## src/gbn_pkg.sv

```systemverilog
// gbn_pkg: shared constants for the go-back-n sender window
// field widths, request and status codes, register indexes and defaults
// no dependencies
package gbn_pkg;

	// default parameter values
	localparam int SEQ_BITS_DEF   = 3;
	localparam int DATA_WIDTH_DEF = 8;

	// fixed field widths
	localparam int REQ_W    = 2;
	localparam int SEQ_FW   = 3;
	localparam int STATUS_W = 3;
	localparam int WIN_W    = 3;
	localparam int TMO_W    = 16;
	localparam int CFG_IDX_W = 2;
	localparam int CFG_DAT_W = 16;

	// request kinds
	localparam logic [REQ_W-1:0] REQ_LOAD = 2'd0;
	localparam logic [REQ_W-1:0] REQ_ACK  = 2'd1;
	localparam logic [REQ_W-1:0] REQ_TICK = 2'd2;
	localparam logic [REQ_W-1:0] REQ_NOP  = 2'd3;

	// result status codes
	localparam logic [STATUS_W-1:0] ST_LOADED    = 3'd0;
	localparam logic [STATUS_W-1:0] ST_LOAD_FULL = 3'd1;
	localparam logic [STATUS_W-1:0] ST_ACK_SLID  = 3'd2;
	localparam logic [STATUS_W-1:0] ST_ACK_STALE = 3'd3;
	localparam logic [STATUS_W-1:0] ST_TICK_IDLE = 3'd4;
	localparam logic [STATUS_W-1:0] ST_TICK_SENT = 3'd5;

	// configuration register indexes
	localparam logic [CFG_IDX_W-1:0] REG_WINDOW_SIZE   = 2'd0;
	localparam logic [CFG_IDX_W-1:0] REG_TIMEOUT_TICKS = 2'd1;

	// register reset values
	localparam logic [WIN_W-1:0] WINDOW_SIZE_RST   = 3'd7;
	localparam logic [TMO_W-1:0] TIMEOUT_TICKS_RST = 16'd1;

	localparam logic [TMO_W-1:0] TIMER_MAX = 16'hFFFF;

endpackage

```

## src/go_back_n_sender_window_top.sv

```systemverilog
// go_back_n_sender_window_top: go-back-n sender window with its payload store
// depends on gbn_pkg
//
// channel   dir  handshake                 payload
// s_axis    in   s_axis_tvalid/tready      tuser req_type, tdata data_byte, ack_num
// m_axis    out  m_axis_tvalid/tready      tuser status, tdata timed_out .. outstanding
// cfg       in   cfg_valid/cfg_ready       cfg_index, cfg_data
//
// one request per cycle while s_axis_tready is high; the result passes the read stage
// and then the output register before it is offered on m_axis
// window counters live in flops and update at the accepting edge; the payload
// store is a one-port-write, one-port-read memory with a registered read
// a two-entry result pipe (read stage, output register) lets input run on
// while a result waits; m_axis_tready low backs up into s_axis_tready
// asynchronous active-low reset clears counters, timer and valid flags
module go_back_n_sender_window_top #(
	parameter int SEQ_BITS   = gbn_pkg::SEQ_BITS_DEF,
	parameter int DATA_WIDTH = gbn_pkg::DATA_WIDTH_DEF,
	localparam int IN_TDW  = ((DATA_WIDTH + gbn_pkg::SEQ_FW + 7) / 8) * 8,
	localparam int OUT_TDW = ((DATA_WIDTH + 3 * gbn_pkg::SEQ_FW + 1 + 7) / 8) * 8
) (
	input  logic                                 clk,
	input  logic                                 arst_n,
	// input request stream
	input  logic                                 s_axis_tvalid,
	output logic                                 s_axis_tready,
	input  logic [IN_TDW-1:0]                    s_axis_tdata,  // data_byte, ack_num, zero pad
	input  logic [gbn_pkg::REQ_W-1:0]            s_axis_tuser,  // req_type
	// result stream
	output logic                                 m_axis_tvalid,
	input  logic                                 m_axis_tready,
	output logic [OUT_TDW-1:0]                   m_axis_tdata,  // timed_out, frame_seq,
	                                                             // frame_data, base_seq,
	                                                             // outstanding, zero pad
	output logic [gbn_pkg::STATUS_W-1:0]         m_axis_tuser,  // status
	// configuration writes
	input  logic                                 cfg_valid,
	output logic                                 cfg_ready,
	input  logic [gbn_pkg::CFG_IDX_W-1:0]        cfg_index,
	input  logic [gbn_pkg::CFG_DAT_W-1:0]        cfg_data
);

	localparam int DEPTH = 1 << SEQ_BITS;
	localparam int WW    = (SEQ_BITS > gbn_pkg::WIN_W) ? SEQ_BITS : gbn_pkg::WIN_W;
	localparam int FW    = gbn_pkg::SEQ_FW;

	typedef logic [SEQ_BITS-1:0] seq_t;

	// configuration registers
	logic [gbn_pkg::WIN_W-1:0] window_size_q;
	logic [gbn_pkg::TMO_W-1:0] timeout_ticks_q;

	// window control state
	seq_t                      base_q;
	seq_t                      next_q;
	seq_t                      held_q;
	logic [gbn_pkg::TMO_W-1:0] timer_cnt_q;
	logic                      timer_run_q;

	// payload store
	logic [DATA_WIDTH-1:0] store_mem [DEPTH];
	logic [DATA_WIDTH-1:0] rd_data_q;

	// read stage
	logic                          valid_s1;
	logic [gbn_pkg::STATUS_W-1:0]  status_s1;
	logic                          expired_s1;
	logic                          send_s1;
	logic [FW-1:0]                 fseq_s1;
	logic [FW-1:0]                 base_s1;
	logic [FW-1:0]                 outs_s1;

	// output register
	logic                          valid_s2;
	logic [gbn_pkg::STATUS_W-1:0]  status_s2;
	logic                          expired_s2;
	logic [FW-1:0]                 fseq_s2;
	logic [DATA_WIDTH-1:0]         fdata_s2;
	logic [FW-1:0]                 base_s2;
	logic [FW-1:0]                 outs_s2;

	// request fields
	logic [gbn_pkg::REQ_W-1:0] req_type;
	logic [DATA_WIDTH-1:0]     data_byte;
	logic [FW-1:0]             ack_num;

	logic in_acc;
	logic adv_s1;

	// next-state values
	seq_t                         base_d;
	seq_t                         next_d;
	seq_t                         held_d;
	logic [gbn_pkg::TMO_W-1:0]    cnt_d;
	logic                         run_d;
	logic [gbn_pkg::STATUS_W-1:0] status_d;
	logic                         expired_d;
	logic                         send_d;
	logic                         wr_en;
	seq_t                         wr_addr;
	seq_t                         rd_addr;
	logic [WW-1:0]                eff_win;
	seq_t                         ack_seq;
	seq_t                         flight;
	seq_t                         ack_dist;
	seq_t                         flight_d;

	assign req_type  = s_axis_tuser;
	assign data_byte = s_axis_tdata[DATA_WIDTH-1:0];
	assign ack_num   = s_axis_tdata[DATA_WIDTH +: FW];

	// handshakes
	assign adv_s1        = !valid_s2 || m_axis_tready;
	assign s_axis_tready = !valid_s1 || adv_s1;
	assign in_acc        = s_axis_tvalid && s_axis_tready;
	assign cfg_ready     = 1'b1;

	// effective window, capped below the sequence space
	always_comb begin
		if (WW'(window_size_q) > WW'(DEPTH - 1))
			eff_win = WW'(DEPTH - 1);
		else
			eff_win = WW'(window_size_q);
	end

	assign ack_seq  = SEQ_BITS'(ack_num);
	assign flight   = next_q - base_q;
	assign ack_dist = ack_seq - base_q;

	// window update for one request
	always_comb begin
		seq_t tick_flight;
		base_d    = base_q;
		next_d    = next_q;
		held_d    = held_q;
		cnt_d     = timer_cnt_q;
		run_d     = timer_run_q;
		status_d  = gbn_pkg::ST_TICK_IDLE;
		expired_d = 1'b0;
		send_d    = 1'b0;
		wr_en     = 1'b0;
		wr_addr   = base_q + held_q;
		tick_flight = flight;
		case (req_type)
			gbn_pkg::REQ_LOAD: begin
				if (WW'(held_q) < eff_win) begin
					wr_en    = 1'b1;
					held_d   = held_q + seq_t'(1);
					status_d = gbn_pkg::ST_LOADED;
				end else begin
					status_d = gbn_pkg::ST_LOAD_FULL;
				end
			end
			gbn_pkg::REQ_ACK: begin
				if (ack_dist != '0 && ack_dist <= flight) begin
					base_d   = ack_seq;
					held_d   = (held_q >= ack_dist) ? held_q - ack_dist : '0;
					cnt_d    = '0;
					run_d    = (flight != ack_dist);
					status_d = gbn_pkg::ST_ACK_SLID;
				end else begin
					status_d = gbn_pkg::ST_ACK_STALE;
				end
			end
			gbn_pkg::REQ_TICK: begin
				if (timer_run_q) begin
					if (timer_cnt_q != gbn_pkg::TIMER_MAX)
						cnt_d = timer_cnt_q + 16'd1;
					if (cnt_d >= timeout_ticks_q) begin
						expired_d = 1'b1;
						next_d    = base_q;
						cnt_d     = '0;
						run_d     = 1'b0;
					end
				end
				tick_flight = next_d - base_q;
				if (tick_flight < held_q && WW'(tick_flight) < eff_win) begin
					send_d = 1'b1;
					if (tick_flight == '0) begin
						run_d = 1'b1;
						cnt_d = '0;
					end
					next_d   = next_d + seq_t'(1);
					status_d = gbn_pkg::ST_TICK_SENT;
				end
			end
			default: begin
				status_d = gbn_pkg::ST_TICK_IDLE;
			end
		endcase
		rd_addr = next_d - seq_t'(send_d);
	end

	assign flight_d = next_d - base_d;

	// control and configuration registers
	always_ff @(posedge clk or negedge arst_n) begin
		if (!arst_n) begin
			window_size_q   <= gbn_pkg::WINDOW_SIZE_RST;
			timeout_ticks_q <= gbn_pkg::TIMEOUT_TICKS_RST;
			base_q          <= '0;
			next_q          <= '0;
			held_q          <= '0;
			timer_cnt_q     <= '0;
			timer_run_q     <= 1'b0;
			valid_s1        <= 1'b0;
			valid_s2        <= 1'b0;
		end else begin
			if (cfg_valid && cfg_ready) begin
				unique case (cfg_index)
					gbn_pkg::REG_WINDOW_SIZE:   window_size_q   <= cfg_data[gbn_pkg::WIN_W-1:0];
					gbn_pkg::REG_TIMEOUT_TICKS: timeout_ticks_q <= cfg_data;
					default: ;
				endcase
			end
			if (in_acc) begin
				base_q      <= base_d;
				next_q      <= next_d;
				held_q      <= held_d;
				timer_cnt_q <= cnt_d;
				timer_run_q <= run_d;
			end
			if (s_axis_tready)
				valid_s1 <= s_axis_tvalid;
			if (adv_s1)
				valid_s2 <= valid_s1;
		end
	end

	// payload store, registered read
	always_ff @(posedge clk) begin
		if (in_acc && wr_en)
			store_mem[wr_addr] <= data_byte;
		if (in_acc)
			rd_data_q <= store_mem[rd_addr];
	end

	// result payload pipe
	always_ff @(posedge clk) begin
		if (in_acc) begin
			status_s1  <= status_d;
			expired_s1 <= expired_d;
			send_s1    <= send_d;
			fseq_s1    <= send_d ? FW'(rd_addr) : '0;
			base_s1    <= FW'(base_d);
			outs_s1    <= FW'(flight_d);
		end
		if (adv_s1 && valid_s1) begin
			status_s2  <= status_s1;
			expired_s2 <= expired_s1;
			fseq_s2    <= fseq_s1;
			fdata_s2   <= send_s1 ? rd_data_q : '0;
			base_s2    <= base_s1;
			outs_s2    <= outs_s1;
		end
	end

	// result stream
	assign m_axis_tvalid = valid_s2;
	assign m_axis_tuser  = status_s2;
	assign m_axis_tdata  = OUT_TDW'({outs_s2, base_s2, fdata_s2, fseq_s2, expired_s2});

`ifndef SYNTHESIS
	// frames in flight never exceed frames held
	a_flight_le_held: assert property (@(posedge clk) disable iff (!arst_n)
		(next_q - base_q) <= held_q)
		else $error("frames in flight exceed frames held");

	// timer runs exactly while frames are outstanding
	a_timer_matches_flight: assert property (@(posedge clk) disable iff (!arst_n)
		timer_run_q == ((next_q - base_q) != '0))
		else $error("timer state disagrees with outstanding frames");

	// a result that sent nothing carries no frame
	a_idle_no_frame: assert property (@(posedge clk) disable iff (!arst_n)
		(valid_s2 && status_s2 != gbn_pkg::ST_TICK_SENT) |-> (fdata_s2 == '0 && fseq_s2 == '0))
		else $error("frame fields set on a result that sent nothing");

	// an expiry rewinds the send number to the base
	a_expiry_rewinds: assert property (@(posedge clk) disable iff (!arst_n)
		(in_acc && expired_d && !send_d) |=> (next_q == base_q))
		else $error("expiry did not rewind to the base");
`endif

endmodule
```

## config.mk

```make
export PLATFORM = sky130hd
export DESIGN_NAME = go_back_n_sender_window_top
export DESIGN_NICKNAME = d
export VERILOG_FILES = /design/src/gbn_pkg.sv /design/src/go_back_n_sender_window_top.sv
export SDC_FILE = /design/constraint.sdc
export NUM_CORES = 1
export LEC_CHECK = 0
export ABC_AREA = 1
export BUFFER_PORTS_ARGS = -buffer_cell sky130_fd_sc_hd__buf_4
export CORE_MARGIN = 5
export CORE_UTILIZATION = 40
export DETAILED_ROUTE_END_ITERATION = 16
export HOLD_SLACK_MARGIN = 0.02
export SYNTH_ARGS = -nofsm -noshare
export SYNTH_HDL_FRONTEND = slang
export SYNTH_SLANG_ARGS = --single-unit
```

## constraint.sdc

```tcl
create_clock -name clk -period 6.9 [get_ports clk]
set_input_delay 1.035 -clock clk [delete_from_list [all_inputs] [get_ports clk]]
set_output_delay 1.035 -clock clk [all_outputs]
set_load 0.005 [all_outputs]
```

==> impl_metrics.csv, run 1 <==
group,metric,value,unit
detailed_routing,vias,5307,
detailed_routing,remaining_drc_errors,0,
grt,grt_start_max_net_pins,48,
placed_design,dpl_cell_area,8720,µm²
timing,setup_violations,0,
logic_synthesis,seq_area_frac_synth,54.6,%
flow_run,maxCapViolations,0,
floorplanning,die_h,152,µm
worst_setup_path,cp.depth,39,
worst_setup_path,rrSetupSlack,640,ps
timing,fin_crit,6260,ps
clock_tree,cts_buffers,17,
floorplanning,initial_core_util,40.2,%
detailed_routing,wire_per_inst,13.4,µm
floorplanning,die_width,152,µm
logic_synthesis,synth_cells,795,
floorplanning,num_rows,52,
placed_design,gp_congestion,0.832,
worst_setup_path,crit_path_max_incr_delay,410,ps
clock_tree,cts_tree,"built",
worst_setup_path,worstReg2RegEnd,"rd_data_q[0]",
timing,finClkSkew,8.13,ps
logic_synthesis,synth-main-ff-cell,"edfxtp_1",
logic_synthesis,ys_ff_latch,154,
worst_setup_path,path_buf_inv,4,
detailed_routing,first_pass_iters,5,
worst_setup_path,worstSetupEndpointType,"flop",
timing,max-slew-margin-rel,29.1,%
pwr,leakagePower,4.14,nW
worst_setup_path,crit_end,"rd_data_q[0]",
placed_design,port-buffer-count,58,
worst_setup_path,cp.arrival,6420,ps
layout,num-nets-final,939,
logic_synthesis,synth_edf_count,107,
pwr,powerDensity,436,nW/µm²
worst_setup_path,critical_path_class,"flop to flop",
timing,hold_violations,0,
hold_path,worst_hold_path_type,"flop to flop",
grt,met1_usage,17.5,%
layout,syn_to_final_growth,15.6,%
grt,grt_util_met3,3.75,%
worst_setup_path,setup.worst_path.start,"timer_cnt_q[0]",
detailed_routing,drt_wl_total,15200,µm
detailed_routing,drt-initial-drc-count,306,
layout,final_area,9310,µm²
detailed_routing,ant_nets,0,
timing,max_freq,0.160,GHz
worst_setup_path,regToRegStartpoint,"timer_cnt_q[0]",
placed_design,dp_hpwl,10800,µm
pwr,ir_worst_vdd,0.000235,V
grt,track_usage,13.7,%
logic_synthesis,async_flop_share,30.5,%
worst_setup_path,cpMostUsedCell,"nand2_1",
timing,tightest_slew,1060,ps
logic_synthesis,yosysWarnings,0,
floorplanning,dieArea,23100,µm²
clock_tree,postCtsHoldBufs,0,
layout,layout-drive-gt1-share,19.8,%
logic_synthesis,avgSynthCellArea,10.1,µm²
grt,grt_busiest_layer,"met2",
layout,fillers,1868,
grt,grt_overflow,0,
layout,diodes,0,
floorplanning,io_pins,71,
logic_synthesis,ys_types,43,
grt,grt_pass1_wl,25600,µm
worst_setup_path,startpoint_type,"flop",
clock_tree,max-clock-path-buffers,2,
grt,antenna_found_initial,0,
clock_tree,cts_sinks,154,
worst_setup_path,required,7060,ps
status,status,"completed",
clock_tree,cts.reportedPaths.clkPinSlew,60,ps
worst_setup_path,cp_top_family,"simple AND/OR/NAND/NOR gates",
timing,timing.final.max_slew_violations,0,
grt,use_met2,22.8,%
worst_setup_path,critPathMaxFanout,33,
grt,grt_pass1_vias,5244,
detailed_routing,vias_per_cell,4.67,
clock_tree,h-tree-depth,4,
floorplanning,core,20000,µm²
worst_setup_path,cp_slowest_cell,"fa_1",
timing,setup_tns,0,ps
clock_tree,clock_latency,420,ps
timing,fin_crit_sh,90.8,%
clock_tree,cts_root_buf,"clkbuf_16",
worst_setup_path,reg2reg_depth,39,
logic_synthesis,synthesis.area,8050,µm²
clock_tree,post-cts-setup-buffers,0,
timing,grt_setup_unrepaired,"false",
## final cells by class
type / instances / area [µm²] / area share [%]
Multi-Input combinational cell: 506 / 3110 / 33.4
Tap cell: 270 / 338 / 3.63
Sequential cell: 154 / 4390 / 47.2
Clock buffer: 17 / 425 / 4.57
Timing Repair Buffer: 60 / 463 / 4.97
Clock inverter: 14 / 146 / 1.57
Inverter: 116 / 435 / 4.68
## repair_timing
item | in CTS | in global routing
resized for setup | 0 | 3
setup endpoints to repair | 0 | 9
endpoints found under the hold margin | 0 | 0
## worst min-delay path by stage
stage | end | slack [ps] | startpoint | depth (start not counted)
2_1_floorplan | base_s2[0] | 400 | base_s1[0] | 0
3_3_place_gp | base_s2[0] | 400 | base_s1[0] | 0
3_5_place_dp | base_s2[0] | 400 | base_s1[0] | 0
4_1_cts | base_s2[0] | 420 | base_s1[0] | 0
5_1_grt | fseq_s2[1] | 440 | fseq_s1[1] | 0
6_report | base_s2[0] | 420 | base_s1[0] | 0
## Yosys cell counts (2+ instances only)
| cell | n | area, µm² |
|---|---|---|
| a21oi_1 | 28 | 140 |
| a21oi_2 | 3 | 26.3 |
| buf_4 | 8 | 60.1 |
| buf_6 | 2 | 22.5 |
| clkbuf_1 | 12 | 45.0 |
| conb_1 | 2 | 7.51 |
| dfrtp_1 | 43 | 1080 |
| dfstp_2 | 4 | 105 |
| edfxtp_1 | 107 | 3210 |
| fa_1 | 6 | 120 |
| ha_1 | 37 | 463 |
| inv_1 | 109 | 409 |
| inv_2 | 6 | 22.5 |
| mux2_2 | 32 | 360 |
| nand2_1 | 173 | 649 |
| nand2_2 | 15 | 93.8 |
| nand2_4 | 4 | 45.0 |
| nand2_8 | 2 | 40.0 |
| nand3_1 | 41 | 205 |
| nand3_2 | 2 | 20.0 |
| nand3_4 | 2 | 35.0 |
| nand4_1 | 4 | 25.0 |
| nor2_1 | 48 | 180 |
| nor2_2 | 4 | 25.0 |
| nor2_4 | 3 | 33.8 |
| nor3_1 | 5 | 25.0 |
| o21ai_0 | 41 | 205 |
| o21ai_1 | 10 | 50.1 |
| o22ai_1 | 12 | 75.1 |
| xnor2_1 | 3 | 26.3 |
| xor2_1 | 14 | 123 |
| xor2_2 | 2 | 32.5 |
## flip-flops by register name (all words and copies together), names as in the netlist, 3 cells and up
signal	flops
base_q	3
base_s1	3
base_s2	3
fdata_s2	8
fseq_s1	3
fseq_s2	3
held_q	3
m_axis_tuser	3
next_q	3
outs_s1	3
outs_s2	3
rd_data_q	8
status_s1	3
store_mem	64
timeout_ticks_q	16
timer_cnt_q	16
window_size_q	3
## logic make-up (layout without fill, tap and decap cells)
group / count (synthesis) / count (layout) / synth area share (%)
buf+inv: 140 / 207 / 7.30
mux: 32 / 32 / 4.47
xor+xnor: 19 / 19 / 2.25
fa+ha+maj: 43 / 43 / 7.24
compound gates: 99 / 99 / 6.63
simple gates: 306 / 306 / 17.4
flops: 154 / 154 / 54.6
other cells: 2 / 7 / 0.0933
## metal layers
layer | routed length (µm) | part of all wire, % | vias to the layer above
met5 | 0 | 0 | -
met4 | 190 | 1.2 | 0
met3 | 693 | 4.5 | 18
met2 | 7370 | 48 | 111
met1 | 6990 | 46 | 2438
li1 | - | - | 2740
## cell usage in the layout (no fill, tap or decap), types with 4 or more instances in the layout
cell and count:
nand2_1 173, inv_1 109, edfxtp_1 107, buf_4 59, nor2_1 48, dfrtp_1 43
nand3_1 41, o21ai_0 40, ha_1 37, mux2_2 32, a21oi_1 27, clkbuf_16 17
nand2_2 15, xor2_1 13, o22ai_1 12, o21ai_1 11, conb_1 7, inv_2 6
fa_1 6, nor3_1 5, nand4_1 4, a21oi_2 4, nand2_4 4, nor2_4 4
clkinvlp_4 4, dfstp_2 4
## metrics by stage
stage	setup slack, ps	hold slack, ps	utilization [%]	cells	total power [mW]
final	635	416	46.4	1137	4.06
after global routing	30.5	437	46.4	1137	4.41
after CTS	461	418	46.4	1137	4.10
after detailed placement	567	405	43.5	1106	3.19
after global placement	584	402	43.5	1106	3.16
after floorplan	1090	400	-	800	2.76
## report_power, final
group / internal (mW) / switching (mW) / leakage [nW]
registers: 1.22 / 0.122 / 1.57
clock network: 0.531 / 0.366 / 0.267
logic: 0.735 / 1.08 / 2.30
total: 2.49 / 1.57 / 4.14
(Power assumes the default switching activity.)
==> run 2, diff against run 1 <==
--- a/config.mk
+++ b/config.mk
@@ -8,9 +8,10 @@
 export ABC_AREA = 1
 export BUFFER_PORTS_ARGS = -buffer_cell sky130_fd_sc_hd__buf_4
 export CORE_MARGIN = 5
-export CORE_UTILIZATION = 40
+export CORE_UTILIZATION = 60
 export DETAILED_ROUTE_END_ITERATION = 16
 export HOLD_SLACK_MARGIN = 0.02
+export PLACE_DENSITY = 0.8
 export SYNTH_ARGS = -nofsm -noshare
 export SYNTH_HDL_FRONTEND = slang
 export SYNTH_SLANG_ARGS = --single-unit
==> run 2 against run 1 <==
Net effect: worst setup slack worse by 190 ps; via count is 6.0% higher; critical path depth down 1; first-iteration DRC count is 34% higher; combinational power increased by 3%; flip-flop and latch count stayed put; clock power increased by 5.7%; sequential power barely moved; register-to-register slack got worse by 190 ps; global-route usage increased by 7.8 points; routed wire length up 8.1%.
==> impl_metrics.csv, run 2 (synthesis gave the netlist of run 1 again) <==
group,metric,value,unit
hold_path,worst_hold_path_type,"flop to flop",
worst_setup_path,regToRegStartpoint,"timer_cnt_q[1]",
layout,syn_to_final_growth,14.5,%
detailed_routing,ant_nets,0,
worst_setup_path,critical_path_class,"flop to flop",
layout,diodes,0,
detailed_routing,first_pass_iters,6,
grt,grt_start_max_net_pins,48,
placed_design,port-buffer-count,58,
layout,largest_reg_flops,64,
clock_tree,clock_latency,430,ps
pwr,seq_power_share,32.4,%
clock_tree,cts_root_buf,"clkbuf_16",
clock_tree,max-clock-path-buffers,2,
pwr,power_switching_share,39.2,%
hold_path,hold_path_depth,0,
worst_setup_path,critPathMaxFanout,33,
grt,grt_overflow,0,
layout,layout_commonest_cell,"nand2_1",
hold_path,hold_end,"fseq_s2[0]",
pwr,leakagePower,4.16,nW
timing,fin_ws,440,ps
detailed_routing,drt_wl_total,16500,µm
layout,biggestRegsByFlops,"store_mem (64), timeout_ticks_q (16), timer_cnt_q (16)",
worst_setup_path,cpMostUsedCell,"nand2_1",
timing,timing.final.max_slew_violations,0,
hold_path,hold_start,"fseq_s1[0]",
worst_setup_path,startpoint_type,"flop",
worst_setup_path,worstReg2RegEnd,"rd_data_q[2]",
timing,setup_tns,0,ps
timing,hold_violations,0,
timing,tightest_slew,1050,ps
grt,grt_pass1_wl,27200,µm
pwr,intPower,2.54,mW
detailed_routing,vias_per_cell,5.39,
worst_setup_path,worstSetupEndpointType,"flop",
floorplanning,core,13200,µm²
floorplanning,num_rows,42,
detailed_routing,wire_per_inst,15.8,µm
layout,layout-drive-gt1-share,19.9,%
pwr,p_clk_share,22.7,%
floorplanning,initial_core_util,61.1,%
floorplanning,io_pins,71,
layout,final_area,9220,µm²
worst_setup_path,cp.arrival,6630,ps
timing,max_freq,0.155,GHz
placed_design,gp_congestion,0.871,
pwr,p_comb_share,44.9,%
placed_design,dp_hpwl,11100,µm
status,status,"completed",
detailed_routing,remaining_drc_errors,0,
pwr,p_switching,1.64,mW
pwr,ir_worst_vdd,0.000187,V
pwr,powerDensity,453,nW/µm²
timing,setup_violations,0,
placed_design,dpl_cell_area,8590,µm²
clock_tree,postCtsHoldBufs,0,
worst_setup_path,cp_slowest_cell,"fa_1",
timing,fin_crit,6460,ps
worst_setup_path,rrSetupSlack,440,ps
timing,hold_slack,421,ps
flow_run,maxCapViolations,0,
timing,finClkSkew,10.9,ps
grt,track_usage,21.4,%
detailed_routing,vias,5623,
layout,top_register,"store_mem",
layout,fillers,951,
clock_tree,cts_buffers,17,
worst_setup_path,reg2reg_depth,38,
placed_design,pre_cts_ws,307,ps
worst_setup_path,setup.worst_path.start,"timer_cnt_q[1]",
clock_tree,h-tree-depth,4,
timing,max-slew-margin-rel,30.1,%
grt,antenna_found_initial,0,
pwr,finalPower,4.18,mW
clock_tree,cts_tree,"built",
detailed_routing,drt-initial-drc-count,409,
clock_tree,cts_sinks,154,
clock_tree,cts.reportedPaths.clkPinSlew,60,ps
clock_tree,post-cts-setup-buffers,0,
floorplanning,die_width,126,µm
layout,num-nets-final,939,
floorplanning,die_h,126,µm
worst_setup_path,crit_path_max_incr_delay,420,ps
floorplanning,dieArea,15800,µm²
timing,fin_crit_sh,93.6,%
clock_tree,post_cts_resized,0,
worst_setup_path,required,7070,ps
layout,layout_common_cells,"172 x nand2_1, 109 x inv_1, 107 x edfxtp_1",
grt,grt_pass1_vias,5827,
[run 2: cell type report]
cell class	count	area [µm²]	share of cell area (%)
clock buffer	20	437	4.73
multi-input combinational	506	3100	33.6
timing repair buffer	60	467	5.06
tap	176	220	2.39
sequential	154	4390	47.6
inverter	116	435	4.72
clock inverter	12	166	1.80
[run 2: how the worst max path moves through the flow]
stage | to | slack (ps) | cells past startpoint
final | rd_data_q[2] | 440 | 38
after global routing | rd_data_q[2] | -10 | 32
after CTS | rd_data_q[2] | 250 | 39
after detailed placement | rd_data_q[0] | 310 | 39
after global placement | rd_data_q[0] | 500 | 39
after floorplan | rd_data_q[2] | 1090 | 40
[run 2: power groups by stage]
stage	logic (mW)	clock network (mW)	registers (mW)
6_report	1.88	0.948	1.35
5_1_grt	2.11	1.00	1.37
4_1_cts	1.85	0.957	1.35
3_5_place_dp	1.81	0	1.37
3_3_place_gp	1.72	0	1.36
2_1_floorplan	1.44	0	1.32
[run 2: worst max-delay path: cells and delay by family (launching register included)]
| family | cells | cell delay, ps |
|---|---|---|
| simple gates | 21 | 2240 |
| fa+ha+maj | 6 | 1800 |
| buf+inv | 5 | 540 |
| mux | 1 | 370 |
| compound gates | 3 | 390 |
| flops | 1 | 400 |
| xor+xnor | 2 | 450 |
[run 2: stage by stage]
| step | cells | util (%) |
|---|---|---|
| after detailed placement | 1011 | 65.1 |
| after global placement | 1011 | 65.1 |
| after global routing | 1044 | 69.9 |
| final | 1044 | 69.9 |
| after floorplan | 800 | - |
| after CTS | 1043 | 69.7 |
[run 2: layer usage]
layer  routed length (µm)  global-route usage (%)
met4                  283                    8.20
met5                    0                       0
met1                 6800                    26.6
met3                 1080                    5.33
met2                 8300                    36.4
